===== config.mk =====
export PLATFORM = sky130hd
export DESIGN_NAME = plid_or_group
export DESIGN_NICKNAME = d
export VERILOG_FILES = /design/src/sv/plid_pkg.sv /design/src/sv/plid_or_group.sv
export SDC_FILE = /design/constraint.sdc
export NUM_CORES = 1
export LEC_CHECK = 0
export BUFFER_PORTS_ARGS = -buffer_cell sky130_fd_sc_hd__buf_2
export CELL_PAD_IN_SITES_DETAIL_PLACEMENT = 0
export CELL_PAD_IN_SITES_GLOBAL_PLACEMENT = 1
export CORE_ASPECT_RATIO = 1.1
export CORE_MARGIN = 8
export CORE_UTILIZATION = 15
export DETAILED_ROUTE_END_ITERATION = 6
export GPL_TIMING_DRIVEN = 0
export PLACE_DENSITY = 0.87
export REMOVE_ABC_BUFFERS = 1
export SLEW_MARGIN = 20
export SYNTH_ARGS = -nofsm -noshare
export SYNTH_HDL_FRONTEND = slang
export SYNTH_SLANG_ARGS = --single-unit

===== constraint.sdc =====
create_clock -name aclk -period 0.9 [get_ports aclk]
set_clock_uncertainty 0.05 [all_clocks]
set_input_delay 0 -clock aclk [delete_from_list [all_inputs] [get_ports aclk]]
set_output_delay 0 -clock aclk [all_outputs]
set_load 0.03 [all_outputs]

===== src/sv/plid_pkg.sv =====
// Package with sizes, codes and types of the positional list.
`timescale 1ns / 1ps
`default_nettype none
package plid_pkg;
    localparam int DEPTH      = 64;
    localparam int WORD_WIDTH = 32;
    localparam int IDX_W      = (DEPTH > 1) ? $clog2(DEPTH) : 1;
    localparam int LEN_W      = $clog2(DEPTH + 1);
    localparam int CMP_W      = (LEN_W + 1 > 8) ? LEN_W + 1 : 8;
    localparam int GROUP      = 8;
    localparam int NGROUPS    = (DEPTH + GROUP - 1) / GROUP;

    localparam logic [1:0] MODE_DELETE = 2'd0;
    localparam logic [1:0] MODE_INSERT = 2'd1;
    localparam logic [1:0] MODE_READ   = 2'd2;

    localparam logic [1:0] ST_OK     = 2'd0;
    localparam logic [1:0] ST_BADPOS = 2'd1;
    localparam logic [1:0] ST_FULL   = 2'd2;

    typedef logic [WORD_WIDTH-1:0] word_t;

    typedef struct packed {
        logic             accept;
        logic             do_ins;
        logic             do_del;
        logic             do_tap;
        logic [IDX_W-1:0] pos;
        word_t            value;
    } cell_ctrl_t;

    function automatic word_t to_word(input logic [31:0] v);
        logic [63:0] v64;
        v64 = {32'd0, v};
        return v64[WORD_WIDTH-1:0];
    endfunction

    function automatic logic [31:0] from_word(input word_t w);
        logic [63:0] w64;
        w64 = 64'(w);
        return w64[31:0];
    endfunction
endpackage
`default_nettype wire


===== src/sv/plid_or_group.sv =====
// Registered OR over one group of cell taps.
`timescale 1ns / 1ps
`default_nettype none
module plid_or_group (
    input  wire logic            aclk,
    input  wire logic            enable,
    input  wire plid_pkg::word_t taps [plid_pkg::GROUP],
    output plid_pkg::word_t      group_out
);
    import plid_pkg::*;

    word_t group_reg, group_next;
    word_t acc;

    always_comb begin
        acc = '0;
        for (int k = 0; k < GROUP; k++) begin
            acc = acc | taps[k];
        end
        group_next = enable ? acc : group_reg;
    end

    always_ff @(posedge aclk) begin
        group_reg <= group_next;
    end

    assign group_out = group_reg;
endmodule
`default_nettype wire


# Yosys cells after proc, flatten, opt, wreduce, memory -nomap -nowiden
# Cells that the tools add are included.
# totals
output_inout_bits	32
ram_bits	0
memories	0
latchBits	0
inputBits	258
word_cells	8
register_bits	32
romBits	0
# classes
div	0
shift	0
bitwise	7
n_eq_ne	0
addsub	0
n_mul	0
magnitude_cmp	0
n_reduce_logical	0
mux	0
# op_table
op	count
bitwise OR 32 bit	7

# Depth between registers and ports, before layout
# logic_depth
ltp_word	7
ltp_mapped	2
ltp_nobuf	2

# Least setup slack after synthesis
# Ideal clock, no wire load.
# synth_timing
kind	input -> register
startpoint	input taps[192] (netlist bit)
endpoint	register group_reg[0] (netlist: group_out[0]), data pin
setup_time_ns	0.263
path_buffers	0
cell_stages	2
setup_slack_ns	0.281
t_required_ns	0.587
arrival_time_ns	0.306
path_cell_list	nor4_1 nand2_1
# synth_via
elab_chain_len	7
# synth_lines
element	line	text
start: declaration	plid_or_group.sv:7	input wire plid_pkg::word_t taps [plid_pkg::GROUP],
bitwise OR 32 bit (7 in a row)	plid_or_group.sv:18	acc = acc | taps[k];
net acc[0]	plid_or_group.sv:13	word_t acc;
end signal: assignment	plid_or_group.sv:24	group_reg <= group_next;
end: declaration	plid_or_group.sv:12	word_t group_reg, group_next;
# The timed path passes the listed nets, and every way through them passes these cells.
# A chain may end at the register's enable or synchronous reset.

# Worst setup path after layout
# layout_timing
startpoint	register group_reg[31] (netlist: group_out[31])
endpoint	output group_out[31]
# layout_lines
element	line	text
end: declaration	plid_or_group.sv:8	output plid_pkg::word_t group_out
# No word-level cell between the ends.

==> results.cfg <==
[run_status]
status = finished, violations left
failed_checks = negative hold slack

[layout]
finalCoreUtilization_pct = 34.3
finalNetCount = 685
fillers = 1009
layoutNonFillerInstCount = 545
largest_reg_flops = 32
final_area_um2 = 3340
n_antenna_cell = 0
drive_above_1_share_pct = 69.6
layout_common_cells = buf_2 (264), nor4_1 (60), nand2_1 (32), edfxtp_1 (32), buf_6 (18)
layout_commonest_cell = buf_2
syn_to_final_growth_pct = 126
multi_input_area_um2 = 546
ff_latch_area_um2 = 961

[floorplanning]
die_w_um = 111
dieArea_um2 = 13300
io_pins = 290
start_util_pct = 15.2
die_h_um = 120
core_um2 = 9750
rows = 38

[sta]
rsz0062_at_grt = yes
slew_headroom_pct = 50.1
layout_setup_ws_ns = 0.0140
tightest_slew_ns = 0.748
finalSetupViolations = 0
drv_slew = 0
finalCritPeriodShare_pct = 98.4
hold_viol_final = 32
setup-tns-final_ns = 0
min_period_ns = 0.886
max_freq_ghz = 1.13
fin_hold_ws_ns = -0.0753

[critical_path]
critPathArrivalTime_ns = 0.84
crit_fanout = 1
cp-end-kind = primary output
cp.required_ns = 0.85
crit_path_start_kind = flop
crit_chain = buf_6
critPathTopFamily = flip-flops
max_stage_delay_ns = 0.40
critical_path_class = flop to primary output
crit_buf_inv = 1
slowest_stage = edfxtp_1

[placement]
gp_congestion = 0.872
numPortBuffers = 289
dp.cells = 537
dpl.hpwl_um = 7650
post-place-ws_ns = -0.160
placed_area_um2 = 3080

[global_routing]
grt_pass1_wl_um = 12900
grt_pass1_vias = 2696
grt_usage_pct = 11.8
antenna_found_initial = 0
grt_max_degree = 33
grt_overflow_total = 0

[cts]
cts_tree = built
cts_buffers = 5
clkTransAtPathRegs_ns = 0.06
clock_sinks = 32
clk_path_buf_depth = 2
cts_root_buf = clkbuf_8
h-tree-depth = 2

[hold_path]
min_path_cells = 3
hp-class = primary input to flop
min_to = group_out[19]
hold_path.startpoint = taps[19]

[routing]
ant_nets = 0
drtIter0Drc = 73
wirelength_um = 8520
drc = 0
vias_per_cell = 4.27
dr.pass1.iters = 4
detail_route.wl_per_cell_um = 15.6
vias = 2326

[logic_synthesis]
syn_area_per_cell_um2 = 11.6
syn_inst = 128
yosysTopAreaCellShare_pct = 64.9
synth_top_cell_by_area = edfxtp_1
synth_seq_cells = 32
synth_cell_type_count = 3
synth.area.top_cells = edfxtp_1 (65%), nor4_1 (27%), nand2_1 (8.1%)
syn_area_um2 = 1480
yosys_warnings = 0
ys_seq_area_share_pct = 64.9

[job]
cap_violations = 0

[power_and_ir_drop]
power_mw = 3.70
p_per_area_nw_per_um2 = 1110
irDropWorstVdd_uv = 367
leakage_nw = 1.61
[cells in the mapped netlist]
cell type  number
nor4_1         64
edfxtp_1       32
nand2_1        32
[worst max path at each step]
stage / slack [ns] / cells past startpoint / end / start
after floorplan: 0.28 / 2 / group_out[0] / taps[192]
after global placement: -0.15 / 1 / group_out[16] / enable
after detailed placement: -0.16 / 1 / group_out[5] / enable
after CTS: -0.01 / 1 / group_out[31] / group_out[31]
after global routing: -0.03 / 1 / group_out[31] / group_out[31]
final: 0.01 / 1 / group_out[31] / group_out[31]
[what timing repair did]
action                                  in CTS  in global routing
hold buffers                                 4                  1
endpoints found under the hold margin       32                 32
endpoints found under the setup margin       8                 26
setup buffers                                0                  0
pin swaps                                    0                  2
cloned                                       0                  0
resized for setup                           15                 47
[cells by family (layout without fill, tap and decap cells)]
group         Yosys count  count (layout)  share of synthesized area, %
buf+inv                 0             297                             0
flops                  32              32                          64.9
simple gates           96              96                          35.1
[area by class of cell]
| type | instances | share of cell area (%) |
|---|---|---|
| clock buffer | 5 | 2.06 |
| multi-input combinational | 96 | 16.3 |
| timing repair buffer | 292 | 48.4 |
| sequential | 32 | 28.8 |
| tap | 120 | 4.49 |
[per-layer routing]
metal  vias to the layer above  wire length (µm)  GRT usage [%]
met5                         -                 0              0
met4                         0                61           2.62
met3                         5              1180           6.93
met2                       170              4410           21.9
met1                      1013              2870           10.8
li1                       1138                 -              -
[power breakdown]
| part | total [mW] | internal (mW) | switching, mW |
|---|---|---|---|
| Clock | 0.990 | 0.498 | 0.492 |
| Sequential | 1.74 | 1.71 | 0.0283 |
| Combinational | 0.966 | 0.545 | 0.422 |
| Total | 3.70 | 2.76 | 0.942 |
Power figures use the tool's default switching activity.
