$ cat config.mk
export PLATFORM = sky130hd
export DESIGN_NAME = plid_cell
export DESIGN_NICKNAME = d
export VERILOG_FILES = /design/src/sv/plid_pkg.sv /design/src/sv/plid_cell.sv
export SDC_FILE = /design/constraint.sdc
export NUM_CORES = 1
export LEC_CHECK = 0
export BUFFER_PORTS_ARGS = -buffer_cell sky130_fd_sc_hd__buf_2
export CORE_MARGIN = 2
export CORE_UTILIZATION = 50
export CTS_CLUSTER_DIAMETER = 40
export DETAILED_ROUTE_END_ITERATION = 10
export PLACE_DENSITY = 0.86
export SLEW_MARGIN = 20
export SYNTH_ARGS = -nofsm -noshare
export SYNTH_HDL_FRONTEND = slang
export SYNTH_SLANG_ARGS = --single-unit
$ cat constraint.sdc
create_clock -name aclk -period 4.44 [get_ports aclk]
set_clock_uncertainty 0.1 [all_clocks]
set_input_delay 0.222 -clock aclk [delete_from_list [all_inputs] [get_ports aclk]]
set_output_delay 0.222 -clock aclk [all_outputs]
set_load 0.005 [all_outputs]
$ cat src/sv/plid_pkg.sv
// Package with sizes, codes and types of the positional list.
`timescale 1ns / 1ps
`default_nettype none
package plid_pkg;
    localparam int DEPTH      = 64;
    localparam int WORD_WIDTH = 32;
    localparam int IDX_W      = (DEPTH > 1) ? $clog2(DEPTH) : 1;
    localparam int LEN_W      = $clog2(DEPTH + 1);
    localparam int CMP_W      = (LEN_W + 1 > 8) ? LEN_W + 1 : 8;
    localparam int GROUP      = 8;
    localparam int NGROUPS    = (DEPTH + GROUP - 1) / GROUP;

    localparam logic [1:0] MODE_DELETE = 2'd0;
    localparam logic [1:0] MODE_INSERT = 2'd1;
    localparam logic [1:0] MODE_READ   = 2'd2;

    localparam logic [1:0] ST_OK     = 2'd0;
    localparam logic [1:0] ST_BADPOS = 2'd1;
    localparam logic [1:0] ST_FULL   = 2'd2;

    typedef logic [WORD_WIDTH-1:0] word_t;

    typedef struct packed {
        logic             accept;
        logic             do_ins;
        logic             do_del;
        logic             do_tap;
        logic [IDX_W-1:0] pos;
        word_t            value;
    } cell_ctrl_t;

    function automatic word_t to_word(input logic [31:0] v);
        logic [63:0] v64;
        v64 = {32'd0, v};
        return v64[WORD_WIDTH-1:0];
    endfunction

    function automatic logic [31:0] from_word(input word_t w);
        logic [63:0] w64;
        w64 = 64'(w);
        return w64[31:0];
    endfunction
endpackage
`default_nettype wire

$ cat src/sv/plid_cell.sv
// One list cell: holds one entry and shifts with its neighbors.
`timescale 1ns / 1ps
`default_nettype none
module plid_cell (
    input  wire logic                      aclk,
    input  wire logic [plid_pkg::IDX_W-1:0] cell_idx,
    input  wire plid_pkg::cell_ctrl_t      ctrl,
    input  wire plid_pkg::word_t           word_left,
    input  wire plid_pkg::word_t           word_right,
    output plid_pkg::word_t                word_out,
    output plid_pkg::word_t                tap_out
);
    import plid_pkg::*;

    word_t word_reg, word_next;
    word_t tap_reg, tap_next;

    always_comb begin
        word_next = word_reg;
        if (ctrl.do_ins) begin
            if (cell_idx > ctrl.pos) begin
                word_next = word_left;
            end else if (cell_idx == ctrl.pos) begin
                word_next = ctrl.value;
            end
        end else if (ctrl.do_del) begin
            if (cell_idx >= ctrl.pos) begin
                word_next = word_right;
            end
        end
    end

    always_comb begin
        tap_next = tap_reg;
        if (ctrl.accept) begin
            tap_next = (ctrl.do_tap && cell_idx == ctrl.pos) ? word_reg : '0;
        end
    end

    always_ff @(posedge aclk) begin
        word_reg <= word_next;
        tap_reg  <= tap_next;
    end

    assign word_out = word_reg;
    assign tap_out  = tap_reg;
endmodule
`default_nettype wire

Yosys cells after proc, flatten, opt, wreduce, memory -nomap -nowiden --
Cells that the tools add are included. W data, S select, Z words.
Storage, ports and cells: bits in registers 64, latch bits 0, memory bits (writable) 0, bits in read-only memories 0, input port bits 113, output and inout bits 64, logic and storage cells 15, memories 0
Cells by class: add/subtract/negate cells 0, multipliers 0, div/mod/pow operators 0, $lt $le $gt $ge 2, equal/unequal tests 2, shifts and indexed selects 0, multiplexer cells 5, bitwise gates (word level) 0, reduce and logical (&&, ||, !) cells 4
Operators with widths (count):
- $mux W32 | 5
- $eq A6 B6 Y1 | 1
- $ge A6 B6 Y1 | 1
- $gt A6 B6 Y1 | 1
- $reduce_bool A2 Y1 | 2
- $ne A3 B1 Y1 const B | 1
- $reduce_and A3 Y1 | 1
- $logic_and A1 B1 Y1 | 1

Logic depth before layout (Yosys ltp) --
depth after elaboration 4, mapped depth 9, mapped depth without buffers 6

Worst setup path before layout --
No wires, ideal clock.
path kind in2reg, from input ctrl[37] (netlist bit), to register word_reg[0] (netlist: word_out[0]), enable pin, setup time 0.391 ns, arrival 2.079 ns, data required time 3.949 ns, setup slack 1.870 ns, stages 7, buffers on the path 2, path through inv_1 ha_1 and4_4 and3_4 buf_6 clkbuf_1 o22a_1
On the way: longest elaborated chain between the ends 3, elaborated cells between the ends (all ways) 6, classes of those cells order compare: 2; eq/ne: 2; reduce/logical: 2
Ends and longest elaborated chain:
- start, declared | RTL line plid_cell.sv:7 | input wire plid_pkg::cell_ctrl_t ctrl,
- $gt A6 B6 Y1 (tied with other cells) | RTL line plid_cell.sv:21 | if (cell_idx > ctrl.pos) begin
- $ne A3 B1 Y1 (no source line) / $reduce_bool A2 Y1 (equally long branches)
- $reduce_and A3 Y1 (no source line) *
- end signal, assigned | RTL line plid_cell.sv:41 | word_reg <= word_next;
- end, declared | RTL line plid_cell.sv:15 | word_t word_reg, word_next;
Mark *: on every way between the ends. The rest lies on a longest branch, timed or not. A chain may end at the register's enable or synchronous reset.

Worst setup path in the final report --
from input ctrl[37] (netlist bit), to register word_reg[29] (netlist: word_out[29]), enable pin
Same word-level chain as after synthesis.

==> results_dict.tcl <==
set metrics [dict create \
    status "completed" \
    setup_tns_ps 0 \
    grt_pass1_wl_um 14700 \
    synth_area_leaders "edfxtp_1 52%, a311o_1 8.6%, nand2_1 6.5%" \
    first_global_vias 3027 \
    yosysTopAreaCell "edfxtp_1" \
    ant_nets 0 \
    cts_tree "yes" \
    syn_area_per_cell_um2 10.6 \
    drt_iter0_drc 195 \
    num_vias 3388 \
    via_per_inst 5.60 \
    yosys_warnings 0 \
    worstMarginPinSlew_ps 887 \
    antenna_found_initial 0 \
    crit_arrival_ps 2240 \
    finalSetupViolCount 0 \
    power_density_nw_per_um2 337 \
    io-pin-count 177 \
    worst_setup_path_end_kind "flop" \
    critical_path.endpoint "word_out[29]$_DFFE_PP_" \
    rrSetupSlack_ps 3460 \
    r2r-start "word_out[0]$_DFFE_PP_" \
    power.total_w 0.00160 \
    nets 620 \
    placed_area_um2 4540 \
    antennaDiodeCount 0 \
    cts.sinks 64 \
    cts-htree-levels 3 \
    wl_per_cell_um 15.3 \
    grt_max_degree 130 \
    synthArstFlopShare_pct 0 \
    cts_hold_buf 0 \
    clockBufferDepth 2 \
    detail_route.first_pass.iterations 5 \
    startpoint_type "primary input" \
    crit_type "in -> reg" \
    grtUsageTotal_pct 22.7 \
    synth_seq_cells 64 \
    seq_area_frac_synth_pct 51.9 \
    post-route-min-period_ps 2350 \
    rows 31 \
    syn_nets 468 \
    ir_drop_mv 0.183 \
    synth_edf_count 64 \
    cts-root-buf "clkbuf_8" \
    initial_core_util_pct 51.3 \
    drc 0 \
    synthesis.area_um2 3700 \
    grt_overflow 0 \
    pre_cts_slack_ps 1770 \
    drv_cap 0 \
    cts_buffers 9 \
    fin_area_um2 4760 \
    crit_fanout 97 \
    dieArea_um2 8110 \
    area_growth_pct 28.5 \
    rr_endpoint "tap_out[0]$_SDFFCE_PN0P_" \
    finalWorstSetupSlack_ps 2090 \
    period_share_pct 52.8 \
    synthFlopType "edfxtp_1" \
    postCtsSetupBuffers 0 \
    drive_gt1_share_pct 39.7 \
    rsz0062_at_grt "false" \
    synth.top_cells.by_count "64 x edfxtp_1, 64 x nand2_1, 33 x nor2b_1" \
    drv_slew 0 \
    dp_hpwl_um 6660 \
    dieHeight_um 90.1 \
    place.gp.congestion 0.862 \
    whs_ps 140 \
    p_leak_nw 2.13 \
    fmaxAchievable_ghz 0.426 \
    port_buffers 176 \
    final_hold_viol_count 0 \
    drt-total-wl_um 9260 \
    required_ps 4340 \
    yosysTopAreaCellShare_pct 51.9 \
    clkTransAtPathRegs_ps 70 \
    die_w_um 90.1 \
    cts-resized-gates 0 \
    hold_path_class "in -> reg" \
    startpoint "ctrl[37]" \
    slew_headroom_pct 40.8 \
    r2r.worst_path.cells 1 \
    core_um2 7210 \
    synth_cell_type_count 19 \
    clk_latency_ps 340 \
    postSynthCellCount 349 \
]
-- layer usage --
layer	wire length [um]	track usage (%)	vias to the layer above	share of wire, %
met5	0	0	-	0
met4	149	7.69	0	1.6
met3	657	4.36	15	7.1
met2	4490	36.6	153	48
met1	3970	31.0	1574	43
li1	-	-	1646	-
-- worst max-delay path, cell delays in order --
cell and delay (ps):
buf_2 70, inv_1 30, ha_1 310, and4_4 230, and3_4 770, o22a_1 210, buf_4 360
-- state kept, by name, summed over array words and instances (netlist names) --
signal	flops
word_out	32
tap_out	32
-- how the worst min path moves through the flow --
stage,slack [ps],from,cells after the start,end
floorplan,230,ctrl[41],0,tap_out[0]$_SDFFCE_PN0P_
global route,150,ctrl[17],3,word_out[17]$_DFFE_PP_
global placement,480,word_out[22]$_DFFE_PP_,1,tap_out[22]$_SDFFCE_PN0P_
CTS,130,ctrl[14],3,word_out[14]$_DFFE_PP_
finish,140,ctrl[14],3,word_out[14]$_DFFE_PP_
detailed placement,480,word_out[27]$_DFFE_PP_,1,tap_out[27]$_SDFFCE_PN0P_
-- cell families (layout without fill, tap and decap cells) --
logic type / after synthesis / in the layout / share of synthesized area, %
AND/OR/NAND/NOR: 133 / 133 / 18.3
AO/OA/AOI/OAI: 100 / 100 / 21.4
flip-flops: 64 / 64 / 51.9
buffers and inverters: 46 / 203 / 6.38
adder cells (fa/ha/maj): 6 / 6 / 2.03
-- per-stage QoR --
stage,std cells,util (%)
detailed placement,589,62.9
global placement,589,62.9
global route,605,66.0
finish,605,66.0
CTS,605,65.9
floorplan,349,-
-- area by class of cell --
cell class	instances	area [um2]
fill	608	2450
sequential	64	1920
multi-input combinational	239	1550
timing repair buffer	181	925
clock buffer	9	124
tap	99	124
clock inverter	7	95.1
inverter	6	22.5
-- where the power goes --
| part | switching, W | leakage, nW | internal (W) |
|---|---|---|---|
| Clock | 0.000226 | 0.110 | 0.000316 |
| Sequential | 0.0000384 | 0.642 | 0.000741 |
| Combinational | 0.000152 | 1.38 | 0.000130 |
-- cell usage in the layout, fill, tap and decap left out, drive strengths merged, types with 6 or more instances in the layout --
| master | count |
|---|---|
| a311o | 32 |
| clkbuf | 9 |
| a31oi | 32 |
| edfxtp | 64 |
| and3 | 33 |
| buf | 181 |
| inv | 7 |
| nand2 | 64 |
| o211ai | 32 |
| nor2b | 33 |
| ha | 6 |
(Power assumes the default switching activity.)
